## src/sbb_pkg.sv

```systemverilog
// sbb_pkg: payload structs, configuration codes and the fixed blend table
// for the sprite blitter; no dependencies
package sbb_pkg;

  localparam int unsigned DimW    = 11;
  localparam int unsigned CoordW  = 16;
  localparam int unsigned PixW    = 10;
  localparam int unsigned NumPix  = 64;
  localparam int unsigned IdxW    = 6;
  localparam logic [DimW-1:0] MaxDim = 11'd1024;

  typedef enum logic [0:0] {
    CfgScreenWidth  = 1'b0,
    CfgScreenHeight = 1'b1
  } sbb_cfg_e;

  typedef struct packed {
    logic [15:0] pos_x;
    logic [15:0] pos_y;
    logic [63:0] plane_low;
    logic [63:0] plane_high;
    logic [3:0]  color_mode;
    logic        flip_x;
    logic        flip_y;
    logic        two_bpp;
    logic        layer_sel;
  } sbb_in_t;

  typedef struct packed {
    logic [9:0] pix_x;
    logic [9:0] pix_y;
    logic [1:0] pix_value;
    logic       pix_layer;
    logic       last;
  } sbb_out_t;

  // one sprite after clipping: surviving pixels and their blended values
  typedef struct packed {
    logic [NumPix-1:0]      mask;
    logic [NumPix-1:0][1:0] vals;
    logic [15:0]            pos_x;
    logic [15:0]            pos_y;
    logic                   flip_x;
    logic                   flip_y;
    logic                   layer;
  } sbb_job_t;

  function automatic logic [1:0] blend(input logic [1:0] ch, input logic [3:0] mode);
    logic [15:0][1:0] row;
    begin
      unique case (ch)
        2'd0: row = {2'd0, 2'd3, 2'd3, 2'd3, 2'd2, 2'd0, 2'd2, 2'd2,
                     2'd1, 2'd1, 2'd0, 2'd1, 2'd0, 2'd0, 2'd0, 2'd0};
        2'd1: row = {2'd3, 2'd2, 2'd1, 2'd0, 2'd3, 2'd2, 2'd1, 2'd0,
                     2'd3, 2'd2, 2'd1, 2'd0, 2'd3, 2'd2, 2'd1, 2'd0};
        2'd2: row = {2'd1, 2'd3, 2'd2, 2'd1, 2'd1, 2'd3, 2'd2, 2'd1,
                     2'd1, 2'd3, 2'd2, 2'd1, 2'd1, 2'd3, 2'd2, 2'd1};
        default: row = {2'd2, 2'd1, 2'd3, 2'd2, 2'd2, 2'd1, 2'd3, 2'd2,
                        2'd2, 2'd1, 2'd3, 2'd2, 2'd2, 2'd1, 2'd3, 2'd2};
      endcase
      return row[mode];
    end
  endfunction

  // modes that are multiples of five make value zero transparent
  function automatic logic is_opaque(input logic [3:0] mode);
    return (mode != 4'd0) && (mode != 4'd5) && (mode != 4'd10) && (mode != 4'd15);
  endfunction

endpackage

```

## src/sprite_blit_blend_top.sv

```systemverilog
// sprite_blit_blend_top: 8x8 sprite blitter with blending, top level
// depends on sbb_pkg, sbb_mask and sbb_scan
//
// usage:
//   a sprite command is a transfer on the input channel (in_valid_i, in_stall_o,
//   in_data_i); each surviving pixel leaves as one transfer on the output
//   channel (out_valid_o, out_stall_i, out_data_o), row by row, left to right
//   before flipping, with last set on the final write of the sprite
//   a sprite that leaves no pixel on screen produces no transfer
//   a sprite passes the input register, the scan register and the output register
//   throughput: one write per cycle while the receiver does not stall; a sprite
//   occupies the scan register until its last surviving pixel (1 to 64) is sent;
//   the input register takes the next sprite while the current one is being sent
//   the user must write screen_width and screen_height through cfg_we_i only
//   while idle, which the block does not enforce; values above 1024 act as 1024
//   reset clears both registers to 400 by 240 and drops all pending work
//   when the receiver stalls, the output register holds its write, the scan
//   stops and, once the input register is full, in_stall_o rises
module sprite_blit_blend_top import sbb_pkg::*; (
  input  logic            clk_i,
  input  logic            rst_ni,
  input  logic            cfg_we_i,
  input  logic [0:0]      cfg_idx_i,
  input  logic [DimW-1:0] cfg_data_i,
  input  logic            in_valid_i,
  output logic            in_stall_o,
  input  sbb_in_t         in_data_i,
  output logic            out_valid_o,
  input  logic            out_stall_i,
  output sbb_out_t        out_data_o
);

  logic [DimW-1:0] width_q, height_q;
  logic            in_valid_q, in_valid_d;
  sbb_in_t         in_q;
  sbb_job_t        job;
  logic            scan_ready;
  logic            take;
  logic            in_xfer;

  always_ff @(posedge clk_i or negedge rst_ni) begin
    if (!rst_ni) begin
      width_q  <= 11'd400;
      height_q <= 11'd240;
    end else if (cfg_we_i) begin
      unique case (sbb_cfg_e'(cfg_idx_i))
        CfgScreenWidth:  width_q  <= cfg_data_i;
        CfgScreenHeight: height_q <= cfg_data_i;
        default: ;
      endcase
    end
  end

  assign take       = in_valid_q && scan_ready;
  assign in_stall_o = in_valid_q && !scan_ready;
  assign in_xfer    = in_valid_i && !in_stall_o;

  always_comb begin
    in_valid_d = in_valid_q;
    if (in_xfer) begin
      in_valid_d = 1'b1;
    end else if (take) begin
      in_valid_d = 1'b0;
    end
  end

  always_ff @(posedge clk_i or negedge rst_ni) begin
    if (!rst_ni) begin
      in_valid_q <= 1'b0;
    end else begin
      in_valid_q <= in_valid_d;
    end
  end

  always_ff @(posedge clk_i) begin
    if (in_xfer) begin
      in_q <= in_data_i;
    end
  end

  sbb_mask u_mask (
    .sprite_i (in_q),
    .width_i  (width_q),
    .height_i (height_q),
    .job_o    (job)
  );

  sbb_scan u_scan (
    .clk_i       (clk_i),
    .rst_ni      (rst_ni),
    .load_i      (take),
    .job_i       (job),
    .ready_o     (scan_ready),
    .out_valid_o (out_valid_o),
    .out_stall_i (out_stall_i),
    .out_data_o  (out_data_o)
  );

endmodule

```

## src/sbb_mask.sv

```systemverilog
// sbb_mask: clips one sprite against the screen and blends all 64 pixels
// depends on sbb_pkg
module sbb_mask import sbb_pkg::*; (
  input  sbb_in_t         sprite_i,
  input  logic [DimW-1:0] width_i,
  input  logic [DimW-1:0] height_i,
  output sbb_job_t        job_o
);

  logic [DimW-1:0]   w_lim;
  logic [DimW-1:0]   h_lim;
  logic [7:0]        row_ok;
  logic [7:0]        col_ok;
  logic [63:0]       hi_plane;
  logic              opaque;

  assign w_lim    = (width_i > MaxDim) ? MaxDim : width_i;
  assign h_lim    = (height_i > MaxDim) ? MaxDim : height_i;
  assign hi_plane = sprite_i.two_bpp ? sprite_i.plane_high : 64'd0;
  assign opaque   = is_opaque(sprite_i.color_mode);

  always_comb begin
    logic [CoordW-1:0] y;
    logic [CoordW-1:0] x;
    for (int k = 0; k < 8; k++) begin
      y = sprite_i.pos_y + {13'd0, 3'(k) ^ {3{sprite_i.flip_y}}};
      x = sprite_i.pos_x + {13'd0, 3'(k) ^ {3{sprite_i.flip_x}}};
      row_ok[k] = {5'd0, h_lim} > y;
      col_ok[k] = {5'd0, w_lim} > x;
    end
  end

  always_comb begin
    logic [1:0] ch;
    job_o.pos_x  = sprite_i.pos_x;
    job_o.pos_y  = sprite_i.pos_y;
    job_o.flip_x = sprite_i.flip_x;
    job_o.flip_y = sprite_i.flip_y;
    job_o.layer  = sprite_i.layer_sel;
    for (int r = 0; r < 8; r++) begin
      for (int c = 0; c < 8; c++) begin
        ch = {hi_plane[63 - 8*r - c], sprite_i.plane_low[63 - 8*r - c]};
        job_o.mask[8*r + c] = row_ok[r] & col_ok[c] & (opaque | (ch != 2'd0));
        job_o.vals[8*r + c] = blend(ch, sprite_i.color_mode);
      end
    end
  end

endmodule

```

## src/sbb_scan.sv

```systemverilog
// sbb_scan: holds one clipped sprite and sends its pixel writes in order,
// one per cycle unless the receiver stalls, through an output register; depends on sbb_pkg
module sbb_scan import sbb_pkg::*; (
  input  logic     clk_i,
  input  logic     rst_ni,
  input  logic     load_i,
  input  sbb_job_t job_i,
  output logic     ready_o,
  output logic     out_valid_o,
  input  logic     out_stall_i,
  output sbb_out_t out_data_o
);

  logic [NumPix-1:0]      mask_q, mask_d;
  logic [NumPix-1:0][1:0] vals_q;
  logic [15:0]            px_q, py_q;
  logic                   fx_q, fy_q, layer_q;
  logic                   out_valid_q, out_valid_d;
  sbb_out_t               out_q;
  logic [NumPix-1:0]      rest;
  logic [IdxW-1:0]        idx;
  logic                   emit;
  logic                   is_last;
  logic [CoordW-1:0]      x, y;

  always_comb begin
    idx = '0;
    for (int i = NumPix - 1; i >= 0; i--) begin
      if (mask_q[i]) begin
        idx = IdxW'(i);
      end
    end
  end

  assign rest    = mask_q & (mask_q - 64'd1);
  assign is_last = (rest == '0);
  assign emit    = (mask_q != '0) && (!out_valid_q || !out_stall_i);
  assign ready_o = (mask_q == '0) || (emit && is_last);
  assign x = px_q + {13'd0, idx[2:0] ^ {3{fx_q}}};
  assign y = py_q + {13'd0, idx[5:3] ^ {3{fy_q}}};

  always_comb begin
    mask_d = mask_q;
    if (emit) begin
      mask_d = rest;
    end
    if (load_i) begin
      mask_d = job_i.mask;
    end
  end

  always_comb begin
    out_valid_d = out_valid_q;
    if (emit) begin
      out_valid_d = 1'b1;
    end else if (!out_stall_i) begin
      out_valid_d = 1'b0;
    end
  end

  always_ff @(posedge clk_i or negedge rst_ni) begin
    if (!rst_ni) begin
      mask_q      <= '0;
      out_valid_q <= 1'b0;
    end else begin
      mask_q      <= mask_d;
      out_valid_q <= out_valid_d;
    end
  end

  always_ff @(posedge clk_i) begin
    if (load_i) begin
      vals_q  <= job_i.vals;
      px_q    <= job_i.pos_x;
      py_q    <= job_i.pos_y;
      fx_q    <= job_i.flip_x;
      fy_q    <= job_i.flip_y;
      layer_q <= job_i.layer;
    end
    if (emit) begin
      out_q.pix_x     <= x[PixW-1:0];
      out_q.pix_y     <= y[PixW-1:0];
      out_q.pix_value <= vals_q[idx];
      out_q.pix_layer <= layer_q;
      out_q.last      <= is_last;
    end
  end

  assign out_valid_o = out_valid_q;
  assign out_data_o  = out_q;

endmodule

```

## config.mk

```make
export PLATFORM = sky130hd
export DESIGN_NAME = sprite_blit_blend_top
export DESIGN_NICKNAME = d
export VERILOG_FILES = /design/src/sbb_pkg.sv /design/src/sprite_blit_blend_top.sv /design/src/sbb_mask.sv /design/src/sbb_scan.sv
export SDC_FILE = /design/constraint.sdc
export NUM_CORES = 2
export LEC_CHECK = 0
export BUFFER_PORTS_ARGS = -buffer_cell sky130_fd_sc_hd__buf_2
export CAP_MARGIN = 20
export CORE_MARGIN = 3
export CORE_UTILIZATION = 40
export DETAILED_ROUTE_END_ITERATION = 8
export PLACE_DENSITY = 0.56
export SLEW_MARGIN = 20
export SYNTH_ARGS = -nofsm -noshare
export SYNTH_HDL_FRONTEND = slang
export SYNTH_SLANG_ARGS = --single-unit
```

## constraint.sdc

```tcl
create_clock -name clk_i -period 11 [get_ports clk_i]
set_input_delay 0.55 -clock clk_i [delete_from_list [all_inputs] [get_ports clk_i]]
set_output_delay 0.55 -clock clk_i [all_outputs]
set_load 0.005 [all_outputs]
```

==> impl_metrics.ini <==
[outcome]
status = complete, no violations

[drt]
firstDrtPassIters = 5
ant_nets = 0
routed_wl_um = 132200
drcViolationCount = 0
vias_per_cell = 5.778
drt_iter0_markers = 3282
wl_per_cell_um = 21.11
num_vias = 36180

[power]
intPower_mw = 3.706
ir_drop_uv = 121.7
total_power_mw = 5.666
clkPwrFrac_pct = 34.9
switchingPower_mw = 1.959
leakage_nw = 19.40
swShare_pct = 34.58
powerDensity_nw_per_um2 = 122.6
p_comb_share_pct = 29.3
power_frac_seq_pct = 35.9

[final_layout]
fin_util_pct = 44.39
area_growth_pct = 9.494
finalNonFillerCells = 6262
final_nets = 5714
layout-drive-gt1-share_pct = 10.66

[global_route]
grt_usage_pct = 23.63
busiest_layer = met2
grt_use_met2_pct = 38.05
grt_max_degree = 213
met3_usage_pct = 3.082
antenna_found_initial = 6
gr-usage-met1_pct = 33.16
grt_pass1_vias = 34430
grt-ovfl-total = 0
grt_pass1_wl_um = 203800

[timing]
slew_viol_final = 0
worst_pin_slew_ns = 1.145
period_needed_ns = 5.829
max_freq_ghz = 0.1716
setup_viol = 0
skew_ns = 0.02532
hold_violations = 0
holdWs_ns = 0.05802
max-slew-margin-rel_pct = 23.52
rsz0062_at_grt = no
fin_crit_sh_pct = 52.99
finalSetupTns_ns = 0

[setup_path]
reg2reg_from = u_scan.mask_q[0]
cp_num_buf_inv = 2
arrival_ns = 6.11
critical_path_class = reg -> reg
crit_family = simple AND/OR/NAND/NOR gates
cp_slowest_cell = and2_4
r2r_slack_ns = 5.17
crit_chain = nor4_1 -> buf_4 -> and4_1 -> nand4_2 -> o41ai_1 -> o2111ai_1 -> nor4_1 -> nand4_2 -> o211ai_1 -> and2_4 -> buf_4
crit_path_max_incr_delay_ns = 0.76
start_kind = flip-flop
reg2reg_depth = 11
path_max_fanout = 61
rr_endpoint = in_q[129]
required_ns = 11.28
critPathCaptureType = flip-flop

[clock_tree]
clkSinkCount = 431
cts_tree = done
htreeDepth = 2
clock_path_buffers = 3
ctsHoldBuffers = 1
cts-root-buf = clkbuf_16
cts_resized = 0
post_cts_buffers = 0
clkSlewWorstSetupHoldPaths_ns = 0.06
insertion_delay_ns = 0.67
numCtsBuffers = 56

[run]
cap_viol_max_count = 0

[logic_synthesis]
syn-num-nets = 5721
synth.area.top_cells = edfxtp_1, ha_1, a21oi_1
synth_adder_area_share_pct = 20.84
synth_area_leader_cell = edfxtp_1
synth-edff-count = 343
syn_area_per_cell_um2 = 8.719
ys_types = 82
yosys_most_used_dff = edfxtp_1
synth-xor-area-share_pct = 3.715
postSynthCellCount = 4840
synth-async-reset-ratio_pct = 20.42
synth-seq-cells = 431
synth_top_area_share_pct = 24.41
synth_mux_area_share_pct = 3.214
synth_most_common_cell = ha_1
netlist_area_um2 = 42200
synth_top_family_by_area = compound AO/OA/AOI/OAI gates
netlist_top_cells_count = ha_1, nand2_1, a21oi_1, o21ai_0, edfxtp_1
seq_area_frac_synth_pct = 29.65
synth_compound_area_share_pct = 24.31
synth_warnings = 0
synthSimpleGateAreaFrac_pct = 13.04

[floorplanning]
core-area_um2 = 104100
fp-row-count = 118
start_util_pct = 40.54
fp.dieW_um = 330.8
fp.dieH_um = 330.8
ioPinCount = 211
die-area_um2 = 109400

[placement]
place_inst = 6154
dp_hpwl_um = 89920
io_buffers = 210
gp_congestion = 0.9324

[hold_path]
hp-start = in_data_i[113]
min_to = in_q[113]
hold_path_class = in -> reg
holdPathStages = 1
[cell families (layout without fill, tap and decap cells)]
kind of cell	after synthesis	count (layout)
other	0	2
buffers and inverters	580	620
DFF	431	431
and+or+nand+nor	1179	1179
xor gates and xnor gates	179	179
AOI/OAI and AO/OA	1653	1653
muxes	121	121
adders and majority gates	697	697
[layout make-up]
cell class,instances,area (um2)
clock inverter,39,440.4
tap,1380,1727
multi-input combinational,3829,27510
timing repair buffer,268,1545
fill,10320,57880
inverter,247,942.2
clock buffer,66,1524
sequential,431,12510
antenna,2,5.005
[how the worst max path moves through the flow]
| stage | from | end | slack (ns) | cells after the start |
|---|---|---|---|---|
| 6_report | u_scan.mask_q[0] | in_q[129] | 5.17 | 11 |
| 5_1_grt | u_scan.mask_q[0] | in_q[115] | 4.80 | 11 |
| 4_1_cts | u_scan.mask_q[0] | u_scan.vals_q[45] | 5.15 | 11 |
| 3_5_place_dp | u_scan.mask_q[0] | u_scan.vals_q[59] | 5.16 | 11 |
| 3_3_place_gp | u_scan.mask_q[0] | u_scan.vals_q[58] | 5.30 | 11 |
| 2_1_floorplan | u_scan.mask_q[16] | in_q[0] | 3.83 | 11 |
[sequential cells by signal, summed over array words and instances (netlist names), 10 cells and up]
name / count
u_scan.mask_q: 64
height_q: 11
u_scan.px_q: 10
width_q: 11
u_scan.out_data_o: 24
in_q: 168
u_scan.py_q: 10
u_scan.vals_q: 128
[routing by layer]
layer / part of all wire (%) / vias up / wire, um
met4: 2.8 / 0 / 3733
met5: 0 / - / 0
met2: 45 / 1077 / 59780
met3: 6.1 / 185 / 8002
li1: - / 17610 / -
met1: 46 / 17310 / 60670
[stage by stage]
step	setup WS (ns)	instance area, um2
final	5.171	46210
after global routing	4.803	46210
after detailed placement	5.161	44220
after floorplan	3.828	42200
after global placement	5.298	44220
after CTS	5.149	46190
[placed cells by master (no fill, tap or decap), drive strengths merged, types with 8 or more instances in the layout]
| master | instances |
|---|---|
| o22ai | 16 |
| o31ai | 61 |
| and2 | 43 |
| edfxtp | 343 |
| nand2b | 31 |
| xor2 | 111 |
| clkinv | 20 |
| or3 | 20 |
| a211oi | 211 |
| o21bai | 17 |
| nand4 | 59 |
| o21a | 44 |
| a21oi | 465 |
| nor2b | 39 |
| a2111oi | 16 |
| o2111ai | 11 |
| inv | 252 |
| nor3 | 48 |
| o211ai | 201 |
| ha | 686 |
| mux2 | 96 |
| nand2 | 477 |
| clkbuf | 66 |
| or2 | 14 |
| buf | 267 |
| and3 | 8 |
| nand3 | 62 |
| a31oi | 11 |
| o21ai | 452 |
| dfrtp | 81 |
| fa | 10 |
| nor4 | 25 |
| xnor2 | 68 |
| o221ai | 17 |
| or4 | 12 |
| a21o | 67 |
| nor2 | 332 |
| mux2i | 23 |
[power by group through the flow]
stage / logic, mW / registers [mW] / clock network (mW)
global route: 1.86 / 2.04 / 2.10
CTS: 1.65 / 2.03 / 2.04
floorplan: 1.15 / 2.02 / 0
finish: 1.66 / 2.03 / 1.98
global placement: 1.63 / 2.06 / 0
detailed placement: 1.64 / 2.06 / 0
No activity file was read; power rests on OpenSTA's default activity.
